`src/rtl/lowest_free_id_allocator_macros.svh`:
```
// ----------------------------------------------------------------------------
// Lowest free ID allocator assertion macros
// Shared concurrent assertion forms used by the allocator's controller.
// ----------------------------------------------------------------------------
`ifndef LOWEST_FREE_ID_ALLOCATOR_MACROS_SVH
`define LOWEST_FREE_ID_ALLOCATOR_MACROS_SVH

// same-cycle implication, disabled while in reset
`define LFA_ASSERT_SAME(label, clk, rst_n, ante, cons) \
    label: assert property (@(posedge clk) disable iff (!rst_n) (ante) |-> (cons)) \
        else $error("lfa assertion failed");

// next-cycle implication, disabled while in reset
`define LFA_ASSERT_NEXT(label, clk, rst_n, ante, cons) \
    label: assert property (@(posedge clk) disable iff (!rst_n) (ante) |=> (cons)) \
        else $error("lfa assertion failed");

`endif

```
`src/rtl/lfa_pkg.sv`:
```
// ----------------------------------------------------------------------------
// Lowest free ID allocator package
// Sizes, result codes and the command/status bundles shared by the modules.
// ----------------------------------------------------------------------------
package lfa_pkg;

    localparam int SLOT_COUNT = 1024;
    localparam int WORD_BITS  = 64;
    localparam int BIT_W      = $clog2(WORD_BITS);
    localparam int WORD_COUNT = (SLOT_COUNT + WORD_BITS - 1) / WORD_BITS;
    localparam int ADDR_W     = (WORD_COUNT > 1) ? $clog2(WORD_COUNT) : 1;
    localparam int ID_W       = 12;
    localparam int TDATA_W    = 16;
    localparam int CALC_W     = ADDR_W + BIT_W + ID_W;
    localparam int LAST_BITS  = SLOT_COUNT - WORD_BITS * (WORD_COUNT - 1);

    function automatic logic [WORD_BITS-1:0] last_word_mask();
        logic [WORD_BITS-1:0] m;
        for (int i = 0; i < WORD_BITS; i++) begin
            m[i] = (i < LAST_BITS);
        end
        return m;
    endfunction

    localparam logic [WORD_BITS-1:0] LAST_MASK = last_word_mask();

    typedef enum logic [1:0] {
        ST_DONE    = 2'd0,
        ST_FULL    = 2'd1,
        ST_IGNORED = 2'd2
    } status_t;

    typedef enum logic {
        OP_ALLOC = 1'b0,
        OP_FREE  = 1'b1
    } op_t;

    typedef struct packed {
        logic    req_load;
        logic    rd_first;
        logic    rd_next;
        logic    rd_free;
        logic    wr_set;
        logic    wr_clear;
        logic    res_load;
        status_t res_code;
        logic    res_given;
        logic    out_load;
    } cmd_t;

    typedef struct packed {
        op_t  op;
        logic free_ok;
        logic found;
        logic last_word;
        logic bit_set;
    } sts_t;

endpackage

```
`src/rtl/lowest_free_id_allocator.sv`:
```
// ----------------------------------------------------------------------------
// Lowest free ID allocator
// Hands out the lowest free identifier base + 2*(slot+1) and takes them back.
// ----------------------------------------------------------------------------
// Requests enter on the s_ stream: s_tuser is the operation (0 allocate,
// 1 free) and s_tdata[11:0] the identifier to free. Each request produces
// exactly one result on the m_ stream: m_tdata[11:0] the identifier handed
// out (zero unless an allocate succeeded), m_tuser the status (0 done,
// 1 full, 2 free ignored). cfg_wr_en writes the base parity bit; write it
// only while no request is in flight.
// A free reads the used-bit word of its slot and clears the bit if it is set,
// else reports the free ignored; an identifier out of range or of the wrong
// parity is ignored without a read. An allocate reads the used-bit memory
// one 64-bit word per cycle from word 0 up to the first word with a free
// slot, or through all 1024 slots (16 words) when the store is full.
// One request is processed at a time; the next can be accepted in the same
// cycle that m_tvalid rises, even while the result waits there.
// Reset clears every used bit at once (one valid flag per memory word) and
// sets the base to zero; the block comes out of reset idle and ready.
// When the receiver stalls, the result is held and the block finishes at
// most one further request before it stops accepting.
// ----------------------------------------------------------------------------
module lowest_free_id_allocator (
    input  logic        aclk,
    input  logic        aresetn,
    input  logic        s_tvalid,
    output logic        s_tready,
    input  logic [15:0] s_tdata,     // [11:0] freed_id, [15:12] zero
    input  logic        s_tuser,     // [0] operation
    output logic        m_tvalid,
    input  logic        m_tready,
    output logic [15:0] m_tdata,     // [11:0] given_id, [15:12] zero
    output logic [1:0]  m_tuser,     // [1:0] status
    input  logic        cfg_wr_en,
    input  logic        cfg_wr_data
);
    import lfa_pkg::*;

    cmd_t cmd;
    sts_t sts;

    lfa_ctrl u_ctrl (
        .aclk     (aclk),
        .aresetn  (aresetn),
        .s_tvalid (s_tvalid),
        .s_tready (s_tready),
        .m_tvalid (m_tvalid),
        .m_tready (m_tready),
        .cmd      (cmd),
        .sts      (sts)
    );

    lfa_datapath u_datapath (
        .aclk        (aclk),
        .aresetn     (aresetn),
        .cmd         (cmd),
        .sts         (sts),
        .s_tdata     (s_tdata),
        .s_tuser     (s_tuser),
        .cfg_wr_en   (cfg_wr_en),
        .cfg_wr_data (cfg_wr_data),
        .m_tdata     (m_tdata),
        .m_tuser     (m_tuser)
    );

endmodule

```
`src/rtl/lfa_datapath.sv`:
```
// ----------------------------------------------------------------------------
// Lowest free ID allocator datapath
// Used-bit memory, word scan, identifier arithmetic and result registers.
// ----------------------------------------------------------------------------
module lfa_datapath (
    input  logic                   aclk,
    input  logic                   aresetn,
    input  lfa_pkg::cmd_t          cmd,
    output lfa_pkg::sts_t          sts,
    input  logic [15:0]            s_tdata,     // [11:0] freed_id, rest zero
    input  logic                   s_tuser,     // [0] operation
    input  logic                   cfg_wr_en,
    input  logic                   cfg_wr_data,
    output logic [15:0]            m_tdata,     // [11:0] given_id, rest zero
    output logic [1:0]             m_tuser      // [1:0] status
);
    import lfa_pkg::*;

    logic                  base_reg;
    op_t                   op_reg;
    logic [ID_W-1:0]       fid_reg;

    logic [WORD_BITS-1:0]  mem [WORD_COUNT];
    logic [WORD_COUNT-1:0] row_valid_reg;
    logic [WORD_BITS-1:0]  rd_data_reg;
    logic                  rd_valid_reg;
    logic [ADDR_W-1:0]     rd_addr_reg;
    logic [ADDR_W-1:0]     rd_addr_next;
    logic [ADDR_W-1:0]     scan_idx_reg;
    logic [ADDR_W-1:0]     scan_idx_next;
    logic                  rd_en;
    logic                  wr_en;

    logic [WORD_BITS-1:0]  eff_word;
    logic [WORD_BITS-1:0]  free_bits;
    logic [WORD_BITS-1:0]  wr_word;
    logic [BIT_W-1:0]      enc_bit;
    logic                  enc_found;

    logic [CALC_W-1:0]     fid_wide;
    logic [CALC_W-1:0]     first_id;
    logic [CALC_W-1:0]     fid_slot;
    logic [BIT_W-1:0]      free_bit;
    logic [CALC_W-1:0]     given_wide;

    logic [ID_W-1:0]       res_given_reg;
    status_t               res_status_reg;
    logic [15:0]           m_tdata_reg;
    logic [1:0]            m_tuser_reg;

    always_ff @(posedge aclk) begin
        if (!aresetn) begin
            base_reg <= 1'b0;
        end else if (cfg_wr_en) begin
            base_reg <= cfg_wr_data;
        end
    end

    always_ff @(posedge aclk) begin
        if (cmd.req_load) begin
            op_reg  <= op_t'(s_tuser);
            fid_reg <= s_tdata[ID_W-1:0];
        end
    end

    // free request: slot of the given identifier
    always_comb begin
        fid_wide = CALC_W'(fid_reg);
        first_id = CALC_W'(base_reg) + CALC_W'(2);
        fid_slot = (fid_wide - first_id) >> 1;
        free_bit = fid_slot[BIT_W-1:0];
    end

    always_comb begin
        rd_en         = cmd.rd_first | cmd.rd_next | cmd.rd_free;
        wr_en         = cmd.wr_set | cmd.wr_clear;
        rd_addr_next  = rd_addr_reg;
        scan_idx_next = scan_idx_reg;
        priority if (cmd.rd_first) begin
            rd_addr_next  = '0;
            scan_idx_next = ADDR_W'(1);
        end else if (cmd.rd_next) begin
            rd_addr_next  = scan_idx_reg;
            scan_idx_next = scan_idx_reg + ADDR_W'(1);
        end else if (cmd.rd_free) begin
            rd_addr_next  = fid_slot[BIT_W +: ADDR_W];
        end else begin
            rd_addr_next  = rd_addr_reg;
        end
    end

    always_ff @(posedge aclk) begin
        if (!aresetn) begin
            rd_addr_reg  <= '0;
            scan_idx_reg <= '0;
        end else begin
            rd_addr_reg  <= rd_addr_next;
            scan_idx_reg <= scan_idx_next;
        end
    end

    always_ff @(posedge aclk) begin
        if (rd_en) begin
            rd_data_reg <= mem[rd_addr_next];
        end
        if (wr_en) begin
            mem[rd_addr_reg] <= wr_word;
        end
    end

    always_ff @(posedge aclk) begin
        if (!aresetn) begin
            row_valid_reg <= '0;
            rd_valid_reg  <= 1'b0;
        end else begin
            if (rd_en) begin
                rd_valid_reg <= row_valid_reg[rd_addr_next];
            end
            if (wr_en) begin
                row_valid_reg[rd_addr_reg] <= 1'b1;
            end
        end
    end

    always_comb begin
        eff_word  = rd_valid_reg ? rd_data_reg : '0;
        free_bits = ~eff_word;
        if (rd_addr_reg == ADDR_W'(WORD_COUNT - 1)) begin
            free_bits = free_bits & LAST_MASK;
        end
        enc_bit   = '0;
        enc_found = 1'b0;
        for (int i = WORD_BITS - 1; i >= 0; i--) begin
            if (free_bits[i]) begin
                enc_bit   = BIT_W'(i);
                enc_found = 1'b1;
            end
        end
    end

    always_comb begin
        wr_word = eff_word;
        if (cmd.wr_set) begin
            wr_word[enc_bit] = 1'b1;
        end else if (cmd.wr_clear) begin
            wr_word[free_bit] = 1'b0;
        end
    end

    always_comb begin
        given_wide = CALC_W'(base_reg)
                   + ((CALC_W'({rd_addr_reg, enc_bit}) + CALC_W'(1)) << 1);
    end

    always_comb begin
        sts.op        = op_reg;
        sts.free_ok   = (fid_wide >= first_id) && (fid_reg[0] == base_reg)
                        && (fid_slot < CALC_W'(SLOT_COUNT));
        sts.found     = enc_found;
        sts.last_word = (rd_addr_reg == ADDR_W'(WORD_COUNT - 1));
        sts.bit_set   = eff_word[free_bit];
    end

    always_ff @(posedge aclk) begin
        if (cmd.res_load) begin
            res_status_reg <= cmd.res_code;
            res_given_reg  <= cmd.res_given ? given_wide[ID_W-1:0] : '0;
        end
        if (cmd.out_load) begin
            m_tdata_reg <= 16'(res_given_reg);
            m_tuser_reg <= res_status_reg;
        end
    end

    assign m_tdata = m_tdata_reg;
    assign m_tuser = m_tuser_reg;

endmodule

```
`src/rtl/lfa_ctrl.sv`:
```
// ----------------------------------------------------------------------------
// Lowest free ID allocator controller
// Sequences request decode, word scan, used-bit update and result hand-off.
// ----------------------------------------------------------------------------
`include "lowest_free_id_allocator_macros.svh"

module lfa_ctrl (
    input  logic          aclk,
    input  logic          aresetn,
    input  logic          s_tvalid,
    output logic          s_tready,
    output logic          m_tvalid,
    input  logic          m_tready,
    output lfa_pkg::cmd_t cmd,
    input  lfa_pkg::sts_t sts
);
    import lfa_pkg::*;

    typedef enum logic [4:0] {
        S_IDLE      = 5'b00001,
        S_DECODE    = 5'b00010,
        S_SCAN      = 5'b00100,
        S_FREE_CHK  = 5'b01000,
        S_DONE      = 5'b10000
    } state_t;

    state_t state_reg;
    state_t state_next;
    logic   m_tvalid_reg;
    logic   m_tvalid_next;

    always_comb begin
        cmd           = '0;
        cmd.res_code  = ST_DONE;
        state_next    = state_reg;
        m_tvalid_next = m_tvalid_reg & ~m_tready;
        s_tready      = (state_reg == S_IDLE);
        unique case (state_reg)
            S_IDLE: begin
                if (s_tvalid) begin
                    cmd.req_load = 1'b1;
                    state_next   = S_DECODE;
                end
            end
            S_DECODE: begin
                if (sts.op == OP_ALLOC) begin
                    cmd.rd_first = 1'b1;
                    state_next   = S_SCAN;
                end else if (sts.free_ok) begin
                    cmd.rd_free  = 1'b1;
                    state_next   = S_FREE_CHK;
                end else begin
                    cmd.res_load = 1'b1;
                    cmd.res_code = ST_IGNORED;
                    state_next   = S_DONE;
                end
            end
            S_SCAN: begin
                if (sts.found) begin
                    cmd.wr_set    = 1'b1;
                    cmd.res_load  = 1'b1;
                    cmd.res_given = 1'b1;
                    state_next    = S_DONE;
                end else if (sts.last_word) begin
                    cmd.res_load = 1'b1;
                    cmd.res_code = ST_FULL;
                    state_next   = S_DONE;
                end else begin
                    cmd.rd_next = 1'b1;
                end
            end
            S_FREE_CHK: begin
                cmd.res_load = 1'b1;
                state_next   = S_DONE;
                if (sts.bit_set) begin
                    cmd.wr_clear = 1'b1;
                end else begin
                    cmd.res_code = ST_IGNORED;
                end
            end
            S_DONE: begin
                if (!m_tvalid_reg || m_tready) begin
                    cmd.out_load  = 1'b1;
                    m_tvalid_next = 1'b1;
                    state_next    = S_IDLE;
                end
            end
            default: begin
                state_next = S_IDLE;
            end
        endcase
    end

    always_ff @(posedge aclk) begin
        if (!aresetn) begin
            state_reg    <= S_IDLE;
            m_tvalid_reg <= 1'b0;
        end else begin
            state_reg    <= state_next;
            m_tvalid_reg <= m_tvalid_next;
        end
    end

    assign m_tvalid = m_tvalid_reg;

    `LFA_ASSERT_SAME(a_no_result_overwrite, aclk, aresetn, cmd.out_load, (!m_tvalid_reg || m_tready))
    `LFA_ASSERT_NEXT(a_one_request_at_a_time, aclk, aresetn, (s_tvalid && s_tready), !s_tready)
    `LFA_ASSERT_NEXT(a_scan_continues, aclk, aresetn, (state_reg == S_SCAN && !sts.found && !sts.last_word), (state_reg == S_SCAN))
    `LFA_ASSERT_SAME(a_write_needs_hit, aclk, aresetn, (cmd.wr_set || cmd.wr_clear), (sts.found || sts.bit_set))

endmodule

```
`config.mk`:
```
export PLATFORM = sky130hd
export DESIGN_NAME = lowest_free_id_allocator
export DESIGN_NICKNAME = d
export VERILOG_FILES = /design/src/rtl/lfa_pkg.sv /design/src/rtl/lowest_free_id_allocator.sv /design/src/rtl/lfa_datapath.sv /design/src/rtl/lfa_ctrl.sv
export VERILOG_INCLUDE_DIRS = /design/src /design/src/rtl
export SDC_FILE = /design/constraint.sdc
export NUM_CORES = 2
export LEC_CHECK = 0
export CAP_MARGIN = 30
export CELL_PAD_IN_SITES_DETAIL_PLACEMENT = 0
export CELL_PAD_IN_SITES_GLOBAL_PLACEMENT = 1
export CORE_MARGIN = 1.5
export CORE_UTILIZATION = 45
export CTS_CLUSTER_SIZE = 16
export DETAILED_ROUTE_END_ITERATION = 6
export DONT_BUFFER_PORTS = 1
export PLACE_DENSITY = 0.7
export SKIP_LAST_GASP = 1
export SLEW_MARGIN = 20
export SYNTH_ARGS = -nofsm -noshare
export SYNTH_HDL_FRONTEND = slang
export SYNTH_SLANG_ARGS = --single-unit
```
`constraint.sdc`:
```
create_clock -name aclk -period 19.55 [get_ports aclk]
set_input_delay 1.955 -clock aclk [delete_from_list [all_inputs] [get_ports aclk]]
set_output_delay 1.955 -clock aclk [all_outputs]
set_load 0.02 [all_outputs]
```
== Yosys cells after proc, flatten, opt, wreduce, memory -nomap -nowiden ==
Memory sizes are Yosys's and may differ from the RTL's. A register that Yosys moved wholly into a read port is not among the register bits.
Cells that the tools add are included.
Cells by class
  bitwise gates (word level): 11
  mux-type cells: 180
  reduce and logical (&&, ||, !) cells: 10
  add/sub/neg operators: 5
  order comparisons: 9
  equality and inequality tests: 10
Operators by type and width (count)
  2-to-1 mux 6 bit: 64
  2-to-1 mux 64 bit: 3
  NOT 64 bit: 2
  2-to-1 mux 1 bit: 92
  bitwise AND 64 bit: 1
  bitwise OR 64 bit: 1
  2-to-1 mux 5 bit: 6
  one-hot mux 5 bit (5 select lines): 1
  >= comparator 12 x 22 -> 1 bit: 1
  subtractor 12 x 22 -> 22 bit: 1
  < comparator 21 x 11 -> 1 bit, second input constant: 1
  bitwise OR 16 bit: 1
  < comparator 6 x 7 -> 1 bit, second input constant: 2
  adder 1 x 12 -> 12 bit: 1
  demux 1 bit (select 6 bit): 2
  >= comparator 6 x 1 -> 1 bit, second input constant: 2
  2-to-1 mux 4 bit: 3
  adder 10 x 1 -> 11 bit, second input constant: 1
  < comparator 4 x 5 -> 1 bit, second input constant: 2
  2-to-1 mux 3 bit: 3
  one-hot mux 3 bit (3 select lines): 1
  binary-select mux 1 bit (select 6 bit): 1
  == test 5 x 1 -> 1 bit, second input constant: 1
  == test 5 x 2 -> 1 bit, second input constant: 1
  other kinds (23): 31
Storage, ports and cells
  RAM bits: 1024
  logic and storage cells: 240
  output and inout bits: 20
  bits of input ports: 23
  register bits after elaboration: 73
  memories kept: 1
Memories
  u_datapath.mem: words 16, width 64, read ports 1, clocked after memory_dff 1, wr ports 1, RTL line lfa_datapath.sv:23  | logic [WORD_BITS-1:0] mem [WORD_COUNT];

== Logic depth before layout (Yosys ltp) ==
  depth after elaboration: 72
  mapped depth: 17
  gate-level depth less buffers: 14

== Modules after synthesis ==
A second synthesis with hierarchy kept.
Second synthesis, totals
  cells, all modules: 3481
  area, all modules: 47702.0 um^2
By module, submodules not included
  lfa_datapath: sequential area each 34423.0 um^2, area an instance 47304.1 um^2, cells each 3436, times used 1
  lfa_ctrl: sequential area each 120.1 um^2, area an instance 397.9 um^2, cells each 45, times used 1

== Least setup slack after synthesis ==
OpenSTA, ideal clock, no wires.
  kind: reg-to-reg
  start: register u_datapath.fid_reg[0]
  end: memory u_datapath.mem[10][0], enable pin
  cell stages (with the launch flop): 17
  period minus slack after synthesis: 6325 ps
  path slack: 13225 ps
  required time: 19064 ps
  setup time: 486 ps
  data arrival time: 5839 ps
  path buffers: 2
  cells stage by stage: edfxtp_1 inv_1 ha_1 inv_1 ha_1 xor2_1 buf_2 nand2_1 a41oi_1 o21ai_0 a221oi_1 nor4_1 a41oi_1 nand3_1 o21a_1 clkbuf_1 nor2_1
Between the ends
  word-level cells in the longest chain between the ends: 8
Ends and longest elaborated chain
  start: declaration: RTL line lfa_datapath.sv:21  | logic [ID_W-1:0] fid_reg;
  start signal: assignment: RTL line lfa_datapath.sv:62  | fid_reg <= s_tdata[ID_W-1:0];
  subtractor 12 x 22 -> 22 bit: RTL line lfa_datapath.sv:70  | fid_slot = (fid_wide - first_id) >> 1;
  binary-select mux 1 bit (select 6 bit): RTL line lfa_datapath.sv:161  | sts.bit_set = eff_word[free_bit];
  2-to-1 mux 1 bit (implied by the code): RTL line lfa_datapath.sv:161
  2-to-1 mux 1 bit: RTL line lfa_ctrl.sv:75  | if (sts.bit_set) begin
  2-to-1 mux 1 bit: RTL line lfa_ctrl.sv:38  | unique case (state_reg)
  bitwise OR 1 bit: RTL line lfa_datapath.sv:76  | wr_en = cmd.wr_set | cmd.wr_clear;
  2-to-1 mux 1 bit: RTL line lfa_datapath.sv:106  | if (wr_en) begin
  2-to-1 mux 1 bit (implied by the code): RTL line lfa_datapath.sv:107  | mem[rd_addr_reg] <= wr_word;
  end: declaration: RTL line lfa_datapath.sv:23
Every way passes these cells. The select of a mux whose other input is x is not followed.

== Worst setup path in the final report ==
  start: register u_datapath.rd_valid_reg
  end: register u_datapath.rd_data_reg[1] (read register of u_datapath.mem), data pin
Between the ends
  word-level cells in the longest chain between the ends: 70
  elaborated cells between the ends (all ways): 72
  classes of those cells: mux (69); bitwise (3)
Ends and longest elaborated chain
  start: declaration: RTL line lfa_datapath.sv:26  | logic rd_valid_reg;
  start signal: assignment: RTL line lfa_datapath.sv:117  | rd_valid_reg <= row_valid_reg[rd_addr_next];
  2-to-1 mux 64 bit (*): RTL line lfa_datapath.sv:126  | eff_word = rd_valid_reg ? rd_data_reg : '0;
  NOT 64 bit (*): RTL line lfa_datapath.sv:127  | free_bits = ~eff_word;
  2-to-1 mux 1 bit (63 in series): RTL line lfa_datapath.sv:134  | if (free_bits[i]) begin
  2-to-1 mux 1 bit (*): RTL line lfa_datapath.sv:134
  2-to-1 mux 1 bit (*): RTL line lfa_ctrl.sv:59  | if (sts.found) begin
  2-to-1 mux 1 bit (*): RTL line lfa_ctrl.sv:38
  2-to-1 mux 4 bit or bitwise OR 1 bit (tied branches): RTL line lfa_datapath.sv:82, lfa_datapath.sv:75
  2-to-1 mux 4 bit or bitwise OR 1 bit (tied branches): RTL line lfa_datapath.sv:79, lfa_datapath.sv:75
  end: declaration: RTL line lfa_datapath.sv:25  | logic [WORD_BITS-1:0] rd_data_reg;
Every way passes the cells marked *; elsewhere a longest branch is shown, timed or not.
A chain may end at the register's enable or synchronous reset.

==> impl_metrics.yaml <==
routing:
  drc: 0
  drt_wl_total_mm: 139
  initialDrtViolationCount: 3556
  firstDrtPassIters: 6
  drt-wirelength-per-cell_um: 25.9
  routed_via_density: 5.96
  num_vias: 32000
  drtAntennaViolNets: 0
final_layout:
  largest_reg_flops: 1024
  antennaDiodeCount: 0
  layout_common_cells: "edfxtp_1, nand2_1, nand3_1"
  finalInstanceArea_sq_um: 53700
  multiInputGateArea_sq_um: 12600
  nets: 3904
  instances_no_fill: 5369
  drive_gt1_frac: 0.0870
  areaGrowthSynthToFinish_pct: 11.1
  ff_latch_area_sq_um: 34500
  fillers: 9186
  layout_commonest_cell: "edfxtp_1"
worst_setup_path:
  path_class: "flop to flop"
  startpoint_type: "flop"
  r2r-start: "u_datapath.rd_valid_reg$_SDFFE_PN0P_"
  cp_max_fo: 195
  end_kind: "flop"
  crit_start: "u_datapath.rd_valid_reg$_SDFFE_PN0P_"
  crit_arrival_ns: 8.20
  crit_required_ns: 19.98
clocking:
  clk_latency_ns: 0.72
  cts_hold_buf: 0
  cts_made_buffers: 116
  clock_path_buffers: 3
  cts_tree: "built"
  cts_root_buf: "clkbuf_16"
  postCtsSetupBuffers: 0
  clk_pin_slew_ns: 0.06
  cts_num_sinks: 1161
  ctsResizeCount: 0
  cts-htree-levels: 3
timing:
  timing.setup.tns_ns: 0
  worstMarginPinSlew_ns: 1.04
  final_max_slew_viol_count: 0
  finalHoldViolations: 0
  fmax_ghz: 0.129
  maxSlewHeadroom: 0.306
  period_share: 0.397
  skew_ns: 0.0366
  finalCriticalPeriod_ns: 7.77
  setup_violations: 0
  rsz0062_at_grt: "no"
grt:
  antenna_found_initial: 1
  grt_pass1_vias: 29500
  met1_usage: 0.374
  grt_max_degree: 196
  grt_util_met3: 0.0384
  gr-total-overflow: 0
  grtUsageMet2: 0.388
  top_usage_layer: "met2"
  grt_pass1_wl_mm: 202
  grtUsageTotal: 0.252
placed_design:
  dpl.hpwl_mm: 73.8
  port_buffers: 0
  placed_cells: 5158
  gp_congestion: 0.969
  dpl-instance-area_sq_um: 50100
die:
  fp.dieArea_sq_um: 109000
  pin_count: 43
  fp.dieW_um: 331
  core_sq_um: 107000
  initial_core_util: 0.453
  die_h_um: 331
  num_rows: 120
pwr:
  peakVddDrop_mv: 0.0674
  p_per_area_nw_per_um2: 90.9
  leakage_uw: 0.0194
  finalPower_uw: 4880
hold_path:
  min_from: "u_datapath.res_given_reg[6]$_SDFFCE_PN0P_"
  worst_hold_path_type: "flop to flop"
synth:
  synth.avg_cell_area_sq_um: 12.5
  yosysUniqueCellTypes: 88
  synth_cells: 3878
  syn-cell-area_sq_um: 48300
  yosysSeqAreaShare: 0.715
  yosysWarnings: 0
  async_reset_ff_frac: 0
  ys_ff_latch: 1161
  synth_edf_count: 1129
  synth_flop_cell: "edfxtp_1"
outcome:
  status: "finished clean"
job:
  cap_violations: 0
## per-stage QoR
stage / utilization / hold slack (ns) / setup WS (ns)
final: 0.503 / 0.417 / 11.78
after floorplan: - / 0.400 / 13.23
after CTS: 0.502 / 0.419 / 11.84
after detailed placement: 0.469 / 0.405 / 11.87
after global placement: 0.467 / 0.406 / 11.83
after global routing: 0.503 / 0.434 / 11.27
## critical path, cell delays in order (launching register included)
cell,delay [ns]
dfxtp_4,0.61
buf_4,0.58
nand3_1,0.29
or4_1,0.59
nor4_2,0.55
a31oi_1,0.43
o211ai_1,0.39
and2_4,0.25
buf_12,0.66
buf_4,0.80
buf_4,0.73
buf_4,0.72
nand3_1,0.16
a32oi_1,0.28
nand3_1,0.14
## worst paths after layout
check | endpoint | slack (ns) | depth (start not counted)
setup / recovery | u_datapath.rd_data_reg[1]$_DFFE_PP_ | 11.78 | 14
hold / removal | u_datapath.m_tdata[6]$_DFFE_PP_ | 0.42 | 0
setup reg to reg | u_datapath.rd_data_reg[1]$_DFFE_PP_ | 11.78 | 14
hold reg to reg | u_datapath.m_tdata[6]$_DFFE_PP_ | 0.42 | 0
## cells by family (layout without fill, tap and decap cells)
family                     count (synthesis)  after routing  share of synthesized area
muxes                                     13             13                    0.00375
DFF                                     1161           1161                      0.715
AOI/OAI and AO/OA                        458            458                     0.0682
and+or+nand+nor                         1940           1940                      0.181
xor gates and xnor gates                  21             21                    0.00381
buffers and inverters                    280            365                     0.0278
adders and majority gates                  4              4                    0.00104
other                                      1              4                  0.0000776
## synthesized netlist by cell type, types with 5 or more instances
library cell | count | area share
edfxtp_1 | 1129 | 0.70
nand2_1 | 992 | 0.077
nand3_1 | 626 | 0.065
clkbuf_1 | 113 | 0.0088
buf_2 | 102 | 0.011
nor2_1 | 88 | 0.0068
o21ai_0 | 84 | 0.0087
and3_1 | 77 | 0.010
a31oi_1 | 70 | 0.0091
a211oi_1 | 69 | 0.011
a32oi_1 | 66 | 0.012
o211ai_1 | 49 | 0.0076
nor3_1 | 35 | 0.0036
dfxtp_1 | 32 | 0.013
inv_1 | 25 | 0.0019
a21oi_1 | 23 | 0.0024
nand4_1 | 23 | 0.0030
nor4_1 | 20 | 0.0026
or3_1 | 17 | 0.0022
o22ai_1 | 15 | 0.0019
o31a_1 | 15 | 0.0027
buf_1 | 12 | 0.00093
buf_4 | 12 | 0.0019
xnor2_1 | 12 | 0.0022
or4_1 | 11 | 0.0017
buf_6 | 10 | 0.0023
nor2b_1 | 9 | 0.0012
xor2_1 | 9 | 0.0016
a41oi_1 | 8 | 0.0014
and2_1 | 8 | 0.0010
mux2i_1 | 8 | 0.0017
o311ai_1 | 7 | 0.0013
a2111oi_0 | 5 | 0.00091
nand3b_1 | 5 | 0.00078
o31ai_1 | 5 | 0.00078
## where the power goes
part	total (uW)	internal (uW)	switching [uW]
clock network	2080	1170	911
registers	2710	2700	10.2
logic	96.2	23.2	73.0
total	4880	3880	994
## layout make-up
cell class,instances,area share
Inverter,26,0.00182
Clock buffer,146,0.0570
Multi-Input combinational cell,2440,0.236
Clock inverter,61,0.00851
Timing Repair Buffer,132,0.0209
Sequential cell,1161,0.644
Tap cell,1403,0.0327
## metal layers
metal  vias to the layer above  part of all wire
met5                         -                 0
li1                      14500                 -
met1                     16000              0.44
met2                      1321              0.46
met4                         0             0.022
met3                       200             0.078
No activity file was read; power rests on OpenSTA's default activity.
